$ cat src/sv/tdsrtp_pkg.sv
// shared types, codes and helpers for the response token parser
package tdsrtp_pkg;

  // token codes
  localparam logic [7:0] TOK_ERROR      = 8'hAA;
  localparam logic [7:0] TOK_DONE       = 8'hFD;
  localparam logic [7:0] TOK_DONEPROC   = 8'hFE;
  localparam logic [7:0] TOK_DONEINPROC = 8'hFF;
  localparam logic [7:0] TOK_INFO       = 8'hAB;
  localparam logic [7:0] TOK_ENVCHANGE  = 8'hE3;

  // done status bit that flags an error
  localparam int unsigned STATUS_ERR_BIT = 1;

  // input item kinds
  localparam logic FUNC_BYTE = 1'b0;
  localparam logic FUNC_EOM  = 1'b1;

  // outcome codes
  localparam logic [1:0] OUTCOME_CONFIRMED = 2'd0;
  localparam logic [1:0] OUTCOME_ERROR     = 2'd1;
  localparam logic [1:0] OUTCOME_NO_DONE   = 2'd2;

  // last and first byte indices of fixed fields
  localparam logic [3:0] ERR_HEAD_LAST = 4'd7;
  localparam logic [3:0] ERR_LINE_LAST = 4'd3;
  localparam logic [3:0] DONE_LAST     = 4'd11;
  localparam int unsigned DONE_ROWS_FIRST = 4;

  typedef enum logic [3:0] {
    PH_TOKEN      = 4'd0,
    PH_ERR_HEAD   = 4'd1,
    PH_ERR_MSGLEN = 4'd2,
    PH_ERR_MSG    = 4'd3,
    PH_ERR_SRVLEN = 4'd4,
    PH_ERR_SRV    = 4'd5,
    PH_ERR_PRCLEN = 4'd6,
    PH_ERR_PRC    = 4'd7,
    PH_ERR_LINE   = 4'd8,
    PH_DONE       = 4'd9,
    PH_LEN        = 4'd10,
    PH_SKIP       = 4'd11
  } phase_t;

  typedef struct packed {
    logic       func;
    logic [7:0] reply_byte;
  } in_t;

  typedef struct packed {
    logic [1:0]  outcome;
    logic [63:0] row_count;
    logic        done_found;
    logic        error_found;
    logic        truncated;
  } out_t;

  // field that follows a skipped run of bytes
  function automatic phase_t phase_after_skip(phase_t ph);
    phase_t res;
    res = PH_TOKEN;
    unique case (ph)
      PH_ERR_MSG: res = PH_ERR_SRVLEN;
      PH_ERR_SRV: res = PH_ERR_PRCLEN;
      PH_ERR_PRC: res = PH_ERR_LINE;
      default:    res = PH_TOKEN;
    endcase
    return res;
  endfunction

  // phase entered when a skip of cnt bytes starts
  function automatic phase_t begin_skip(phase_t ph, logic [16:0] cnt);
    phase_t res;
    res = (cnt == 17'd0) ? phase_after_skip(ph) : ph;
    return res;
  endfunction

endpackage

$ cat src/sv/tds_response_token_parser.sv
// token stream parser for the reply that ends a bulk load
//
//  channel | direction | handshake           | payload
//  --------+-----------+---------------------+-------------------------------
//  in      | input     | in_valid / in_stall | in_data  (func, reply_byte)
//  out     | output    | out_valid/out_stall | out_data (outcome, rows, flags)
//
// one item per cycle while in_stall is low: an input register, the field state machine
// logic, and a result register.
// the byte state machine and its 64-bit row assembly lie between the two registers.
// reset (rst_n low, synchronous) empties both registers and the parser state.
// in_stall rises only when an end-of-message item waits behind a stalled result.
module tds_response_token_parser (
  input  logic                clk,
  input  logic                rst_n,
  input  logic                in_valid,
  output logic                in_stall,
  input  tdsrtp_pkg::in_t     in_data,
  output logic                out_valid,
  input  logic                out_stall,
  output tdsrtp_pkg::out_t    out_data
);

  // input register
  logic                s1_valid_r, s1_valid_nxt;
  tdsrtp_pkg::in_t     s1_data_r;
  logic                s1_fire;
  logic                s1_eom;

  // parser state
  tdsrtp_pkg::phase_t  phase_r, phase_nxt;
  logic [16:0]         skip_r, skip_nxt;
  logic [3:0]          idx_r, idx_nxt;
  logic [7:0]          len_low_r, len_low_nxt;
  logic                stat_err_r, stat_err_nxt;
  logic [63:0]         pend_rows_r, pend_rows_nxt;
  logic [63:0]         rows_r, rows_nxt;
  logic                done_r, done_nxt;
  logic                err_r, err_nxt;

  // result register
  logic                out_valid_r, out_valid_nxt;
  tdsrtp_pkg::out_t    out_data_r, out_data_nxt;

  logic [7:0]          b;
  logic [16:0]         cnt;
  logic [16:0]         skip_dec;

  // transfer control
  assign s1_eom   = s1_data_r.func == tdsrtp_pkg::FUNC_EOM;
  assign s1_fire  = s1_valid_r && (!s1_eom || !out_valid_r || !out_stall);
  assign in_stall = s1_valid_r && !s1_fire;
  assign s1_valid_nxt = (in_valid && !in_stall) ? 1'b1 : (s1_fire ? 1'b0 : s1_valid_r);
  assign b = s1_data_r.reply_byte;
  assign skip_dec = (skip_r != 17'd0) ? (skip_r - 17'd1) : 17'd0;

  // field state machine
  always_comb begin
    phase_nxt     = phase_r;
    skip_nxt      = skip_r;
    idx_nxt       = idx_r;
    len_low_nxt   = len_low_r;
    stat_err_nxt  = stat_err_r;
    pend_rows_nxt = pend_rows_r;
    rows_nxt      = rows_r;
    done_nxt      = done_r;
    err_nxt       = err_r;
    cnt           = 17'd0;
    if (s1_fire && s1_eom) begin
      phase_nxt     = tdsrtp_pkg::PH_TOKEN;
      skip_nxt      = 17'd0;
      idx_nxt       = 4'd0;
      len_low_nxt   = 8'd0;
      stat_err_nxt  = 1'b0;
      pend_rows_nxt = 64'd0;
      rows_nxt      = 64'd0;
      done_nxt      = 1'b0;
      err_nxt       = 1'b0;
    end else if (s1_fire) begin
      unique case (phase_r)
        tdsrtp_pkg::PH_ERR_HEAD: begin
          if (idx_r == tdsrtp_pkg::ERR_HEAD_LAST) begin
            idx_nxt   = 4'd0;
            phase_nxt = tdsrtp_pkg::PH_ERR_MSGLEN;
          end else begin
            idx_nxt = idx_r + 4'd1;
          end
        end
        tdsrtp_pkg::PH_ERR_MSGLEN: begin
          if (idx_r == 4'd0) begin
            len_low_nxt = b;
            idx_nxt     = 4'd1;
          end else begin
            // length is in characters, two bytes each
            cnt       = {b, len_low_r, 1'b0};
            idx_nxt   = 4'd0;
            skip_nxt  = cnt;
            phase_nxt = tdsrtp_pkg::begin_skip(tdsrtp_pkg::PH_ERR_MSG, cnt);
          end
        end
        tdsrtp_pkg::PH_ERR_SRVLEN: begin
          cnt       = {8'd0, b, 1'b0};
          idx_nxt   = 4'd0;
          skip_nxt  = cnt;
          phase_nxt = tdsrtp_pkg::begin_skip(tdsrtp_pkg::PH_ERR_SRV, cnt);
        end
        tdsrtp_pkg::PH_ERR_PRCLEN: begin
          cnt       = {8'd0, b, 1'b0};
          idx_nxt   = 4'd0;
          skip_nxt  = cnt;
          phase_nxt = tdsrtp_pkg::begin_skip(tdsrtp_pkg::PH_ERR_PRC, cnt);
        end
        tdsrtp_pkg::PH_ERR_LINE: begin
          if (idx_r == tdsrtp_pkg::ERR_LINE_LAST) begin
            idx_nxt   = 4'd0;
            phase_nxt = tdsrtp_pkg::PH_TOKEN;
          end else begin
            idx_nxt = idx_r + 4'd1;
          end
        end
        tdsrtp_pkg::PH_DONE: begin
          // only the error bit of the status matters downstream
          if (idx_r == 4'd0) begin
            stat_err_nxt = b[tdsrtp_pkg::STATUS_ERR_BIT];
          end
          // little-endian row count, one lane per byte
          for (int k = 0; k < 8; k++) begin
            if (idx_r == 4'(k + tdsrtp_pkg::DONE_ROWS_FIRST)) begin
              pend_rows_nxt[8*k +: 8] = b;
            end
          end
          if (idx_r == tdsrtp_pkg::DONE_LAST) begin
            rows_nxt  = pend_rows_nxt;
            done_nxt  = 1'b1;
            err_nxt   = err_r | stat_err_r;
            idx_nxt   = 4'd0;
            phase_nxt = tdsrtp_pkg::PH_TOKEN;
          end else begin
            idx_nxt = idx_r + 4'd1;
          end
        end
        tdsrtp_pkg::PH_LEN: begin
          if (idx_r == 4'd0) begin
            len_low_nxt = b;
            idx_nxt     = 4'd1;
          end else begin
            cnt       = {1'b0, b, len_low_r};
            idx_nxt   = 4'd0;
            skip_nxt  = cnt;
            phase_nxt = tdsrtp_pkg::begin_skip(tdsrtp_pkg::PH_SKIP, cnt);
          end
        end
        tdsrtp_pkg::PH_ERR_MSG, tdsrtp_pkg::PH_ERR_SRV,
        tdsrtp_pkg::PH_ERR_PRC, tdsrtp_pkg::PH_SKIP: begin
          skip_nxt = skip_dec;
          if (skip_dec == 17'd0) begin
            phase_nxt = tdsrtp_pkg::phase_after_skip(phase_r);
          end
        end
        default: begin
          // token byte
          idx_nxt = 4'd0;
          if (b == tdsrtp_pkg::TOK_ERROR) begin
            err_nxt   = 1'b1;
            phase_nxt = tdsrtp_pkg::PH_ERR_HEAD;
          end else if (b == tdsrtp_pkg::TOK_DONE || b == tdsrtp_pkg::TOK_DONEPROC ||
                       b == tdsrtp_pkg::TOK_DONEINPROC) begin
            stat_err_nxt  = 1'b0;
            pend_rows_nxt = 64'd0;
            phase_nxt     = tdsrtp_pkg::PH_DONE;
          end else begin
            // info, envchange and unknown tokens all carry a 16-bit length
            phase_nxt = tdsrtp_pkg::PH_LEN;
          end
        end
      endcase
    end
  end

  // result assembly
  always_comb begin
    out_data_nxt = out_data_r;
    if (s1_fire && s1_eom) begin
      if (err_r) begin
        out_data_nxt.outcome = tdsrtp_pkg::OUTCOME_ERROR;
      end else if (done_r) begin
        out_data_nxt.outcome = tdsrtp_pkg::OUTCOME_CONFIRMED;
      end else begin
        out_data_nxt.outcome = tdsrtp_pkg::OUTCOME_NO_DONE;
      end
      out_data_nxt.row_count   = rows_r;
      out_data_nxt.done_found  = done_r;
      out_data_nxt.error_found = err_r;
      out_data_nxt.truncated   = phase_r != tdsrtp_pkg::PH_TOKEN;
    end
  end

  assign out_valid_nxt = (s1_fire && s1_eom) ? 1'b1 :
                         (out_stall ? out_valid_r : 1'b0);

  // control registers
  always_ff @(posedge clk) begin
    if (!rst_n) begin
      s1_valid_r  <= 1'b0;
      out_valid_r <= 1'b0;
      phase_r     <= tdsrtp_pkg::PH_TOKEN;
      skip_r      <= 17'd0;
      idx_r       <= 4'd0;
      len_low_r   <= 8'd0;
      stat_err_r  <= 1'b0;
      pend_rows_r <= 64'd0;
      rows_r      <= 64'd0;
      done_r      <= 1'b0;
      err_r       <= 1'b0;
    end else begin
      s1_valid_r  <= s1_valid_nxt;
      out_valid_r <= out_valid_nxt;
      phase_r     <= phase_nxt;
      skip_r      <= skip_nxt;
      idx_r       <= idx_nxt;
      len_low_r   <= len_low_nxt;
      stat_err_r  <= stat_err_nxt;
      pend_rows_r <= pend_rows_nxt;
      rows_r      <= rows_nxt;
      done_r      <= done_nxt;
      err_r       <= err_nxt;
    end
  end

  // payload registers
  always_ff @(posedge clk) begin
    if (in_valid && !in_stall) begin
      s1_data_r <= in_data;
    end
    out_data_r <= out_data_nxt;
  end

  assign out_valid = out_valid_r;
  assign out_data  = out_data_r;

endmodule

$ cat config.mk
export PLATFORM = sky130hd
export DESIGN_NAME = tds_response_token_parser
export DESIGN_NICKNAME = d
export VERILOG_FILES = /design/src/sv/tdsrtp_pkg.sv /design/src/sv/tds_response_token_parser.sv
export SDC_FILE = /design/constraint.sdc
export NUM_CORES = 1
export LEC_CHECK = 0
export BUFFER_PORTS_ARGS = -buffer_cell sky130_fd_sc_hd__buf_2
export CELL_PAD_IN_SITES_DETAIL_PLACEMENT = 1
export CELL_PAD_IN_SITES_GLOBAL_PLACEMENT = 2
export CORE_UTILIZATION = 30
export CTS_CLUSTER_DIAMETER = 40
export CTS_CLUSTER_SIZE = 25
export DETAILED_ROUTE_END_ITERATION = 6
export HOLD_SLACK_MARGIN = 0.03
export PLACE_DENSITY = 0.75
export SLEW_MARGIN = 5
export SYNTH_ARGS = -nofsm -noshare
export SYNTH_HDL_FRONTEND = slang
export SYNTH_SLANG_ARGS = --single-unit
$ cat constraint.sdc
create_clock -name clk -period 6.1 [get_ports clk]
set_input_delay 0.305 -clock clk [delete_from_list [all_inputs] [get_ports clk]]
set_output_delay 0.305 -clock clk [all_outputs]
set_load 0.01 [all_outputs]
==> qor.csv <==
stage,metric,value,unit
setup_path,rr_endpoint,rows_r[28]$_SDFFE_PP0P_,
cts,clock-sinks,236,
place,port_buffers,83,
global_routing,grt_antenna_before_repair,0,
detailed_routing,drcViolationCount,0,
floorplanning,ios,84,
setup_path,crit_type,register to register,
setup_path,rr_startpoint,phase_r[0]$_SDFFE_PP0P_,
min_path,holdPathStages,2,
sta,setup_tns,0,ps
final_layout,area_delta_synth_final,20.7,%
setup_path,cp-start-kind,register,
power,power_frac_seq,43.2,%
final_layout,nFillCells,3504,
final_layout,n_antenna_cell,0,
place,postPlaceCellArea,10400,um^2
power,powerDensity,330,nW/um^2
floorplanning,placementRows,65,
synthesis,ys.flop_type,dfxtp_1,
synthesis,synthXorXnorAreaFrac,0.814,%
floorplanning,die_y,182,um
synthesis,synth_top_family_by_area,compound AO/OA/AOI/OAI gates,
setup_path,cp_max_fo,65,
sta,fin_crit,3060,ps
setup_path,crit_path_end_kind,register,
final_layout,drive_gt1_share,16.4,%
final_layout,layout_common_cells,"nor2_1 (170), dfxtp_1 (158), buf_2 (83)",
sta,worst_slew_pin_slew,984,ps
final_layout,final_common_cell,nor2_1,
synthesis,yosysWarnings,0,
synthesis,syn-num-nets,959,
synthesis,ys_seq_area_share,56.9,%
final_layout,nets,1030,
floorplanning,die_x,182,um
min_path,min_from,rst_n,
final_layout,stdcell_area,11700,um^2
synthesis,synth.avg_cell_area,10.3,um^2
synthesis,synth-seq-cells,236,
setup_path,arrival,3470,ps
floorplanning,core,31600,um^2
cts,root_buffer,clkbuf_16,
place,pre_cts_ws,3060,ps
power,clockPowerShare,51.2,%
sta,setup_ws,3040,ps
detailed_routing,drtAntennaViolNets,0,
run,cap_violations,0,
detailed_routing,first_pass_iters,5,
cts,postCtsSetupRepairBufs,0,
detailed_routing,vias,7444,
sta,setup_viol,0,
sta,fin_skew,19.2,ps
sta,hold_viol,0,
setup_path,required,6510,ps
setup_path,rr_worst_depth,5,
floorplanning,start_util,30.6,%
synthesis,syn-instance-count,940,
setup_path,r2r_slack,3040,ps
place,gp_congestion,0.784,
cts,htree_levels,2,
cts,cts_buffers,36,
detailed_routing,post_drt_wl_per_cell,17.7,um
synthesis,synth_edf_count,78,
synthesis,synthAdderAreaFrac,0.775,%
min_path,hp-class,input pin to register,
detailed_routing,via_per_inst,5.17,
cts,clk_path_buf_depth,3,
synthesis,async_reset_ff_share,0,%
power,power.share.switching,24.7,%
power,combPwrFrac,5.7,%
synthesis,muxShareOfSynthArea,6.93,%
detailed_routing,wirelength,25500,um
synthesis,ys_types,63,
cts,clk_pin_slew,50,ps
power,peakVddDrop,0.147,mV
floorplanning,dieArea,33000,um^2
setup_path,startpoint,phase_r[0]$_SDFFE_PP0P_,
global_routing,track_usage,15.8,%
power,power_leakage,4.41,nW
cts,cts_tree,done,
place,dpl.hpwl,15600,um
sta,period_share,50.1,%
sta,rsz0062_at_grt,no,
power,switchingPower,0.952,mW
cts,clk_latency,520,ps
synthesis,netlist_area,9680,um^2
sta,whs,64.6,ps
global_routing,grt_overflow,0,
sta,relSlewSlack,34.4,%
synthesis,synth-compound-area-share,16.3,%
setup_path,crit_end,rows_r[28]$_SDFFE_PP0P_,
global_routing,grt_pass1_vias,7416,
run_status,status,"complete, no violations",
global_routing,grt_pass1_wl,41600,um
power,intPower,2.90,mW
sta,slew_violations,0,
detailed_routing,dr.first_iter.drc_count,436,
global_routing,grt_max_degree,88,
synthesis,synth_simple_gate_area_share,14.7,%
sta,timing.fmax,0.327,GHz
## through the flow
stage | utilization [%] | total power [mW] | std cells
floorplan | - | 1.84 | 940
global route | 36.9 | 4.01 | 1441
finish | 36.9 | 3.85 | 1441
global placement | 32.9 | 1.91 | 1365
detailed placement | 32.9 | 1.91 | 1365
CTS | 36.9 | 3.92 | 1441
## cell families (layout without fill, tap and decap cells)
| kind of cell | after synthesis | after routing |
|---|---|---|
| compound gates | 219 | 219 |
| xor+xnor | 9 | 9 |
| fa+ha+maj | 6 | 6 |
| buf+inv | 86 | 185 |
| flops | 236 | 236 |
| mux | 67 | 67 |
| simple gates | 317 | 317 |
## cells in the mapped netlist, types with 4 or more instances
library cell | n | area, um^2
nor2b_1 | 5 | 31.3
a221oi_1 | 6 | 52.6
nand4_1 | 4 | 25.0
mux2i_1 | 67 | 671
xor2_1 | 4 | 35.0
nand2_1 | 57 | 214
o21a_1 | 5 | 37.5
nor4b_1 | 4 | 35.0
nor3b_1 | 5 | 37.5
xnor2_1 | 5 | 43.8
dfxtp_1 | 158 | 3160
or4_1 | 4 | 30.0
clkbuf_1 | 66 | 248
and2_1 | 4 | 25.0
nor3_1 | 13 | 65.1
nor2_1 | 170 | 638
nand3_1 | 20 | 100
o21ai_0 | 23 | 115
nor4_1 | 10 | 62.6
a211oi_1 | 60 | 450
ha_1 | 6 | 75.1
and3_1 | 7 | 43.8
a22oi_1 | 62 | 465
inv_1 | 11 | 41.3
edfxtp_1 | 78 | 2340
a21oi_1 | 27 | 135
buf_1 | 5 | 18.8
## per-layer routing
metal	vias to the layer above	wire length [um]	global-route usage (%)
li1	3601	-	-
met3	42	923	2.39
met5	-	0	0
met1	3664	12100	21.5
met2	137	11900	25.7
met4	0	576	4.75
## state kept, by name, indices dropped and copies added, names as in the netlist, 4 cells and up
name	cells
out_data	69
len_low_r	8
phase_r	4
pend_rows_r	56
rows_r	64
skip_r	17
idx_r	4
b	8
## power groups by stage
| stage | combinational, mW | clock (mW) | sequential, mW |
|---|---|---|---|
| 6_report | 0.219 | 1.97 | 1.66 |
| 3_5_place_dp | 0.216 | 0 | 1.70 |
| 2_1_floorplan | 0.148 | 0 | 1.69 |
| 4_1_cts | 0.222 | 2.03 | 1.66 |
| 3_3_place_gp | 0.215 | 0 | 1.70 |
| 5_1_grt | 0.243 | 2.10 | 1.67 |
## worst min path at each step
stage | to | slack [ps]
after floorplan | b[0]$_DFFE_PP_ | 400
after global placement | out_data[58]$_DFFE_PP_ | 420
after detailed placement | out_data[26]$_DFFE_PP_ | 420
after CTS | s1_valid_r$_SDFFE_PN0P_ | 50
after global routing | s1_valid_r$_SDFFE_PN0P_ | 60
final | s1_valid_r$_SDFFE_PN0P_ | 60
## critical path: stages (launching register included)
cell and delay, ps:
dfxtp_1 700, and3_1 580, and3_4 680, buf_4 610, nor2_1 80, a211oi_1 240
## final cells by class
| cell class | count | area, um^2 | area share, % |
|---|---|---|---|
| clock buffer | 42 | 943 | 8.07 |
| clock inverter | 24 | 225 | 1.93 |
| inverter | 11 | 41.3 | 0.353 |
| multi-input combinational | 618 | 3840 | 32.9 |
| sequential | 236 | 5510 | 47.1 |
| tap | 402 | 503 | 4.30 |
| timing repair buffer | 108 | 628 | 5.37 |
## timing repair
action,in CTS,in global routing
endpoints found under the hold margin,10,0
hold buffers,10,0
resized for setup,0,0
Power figures use the tool's default switching activity.
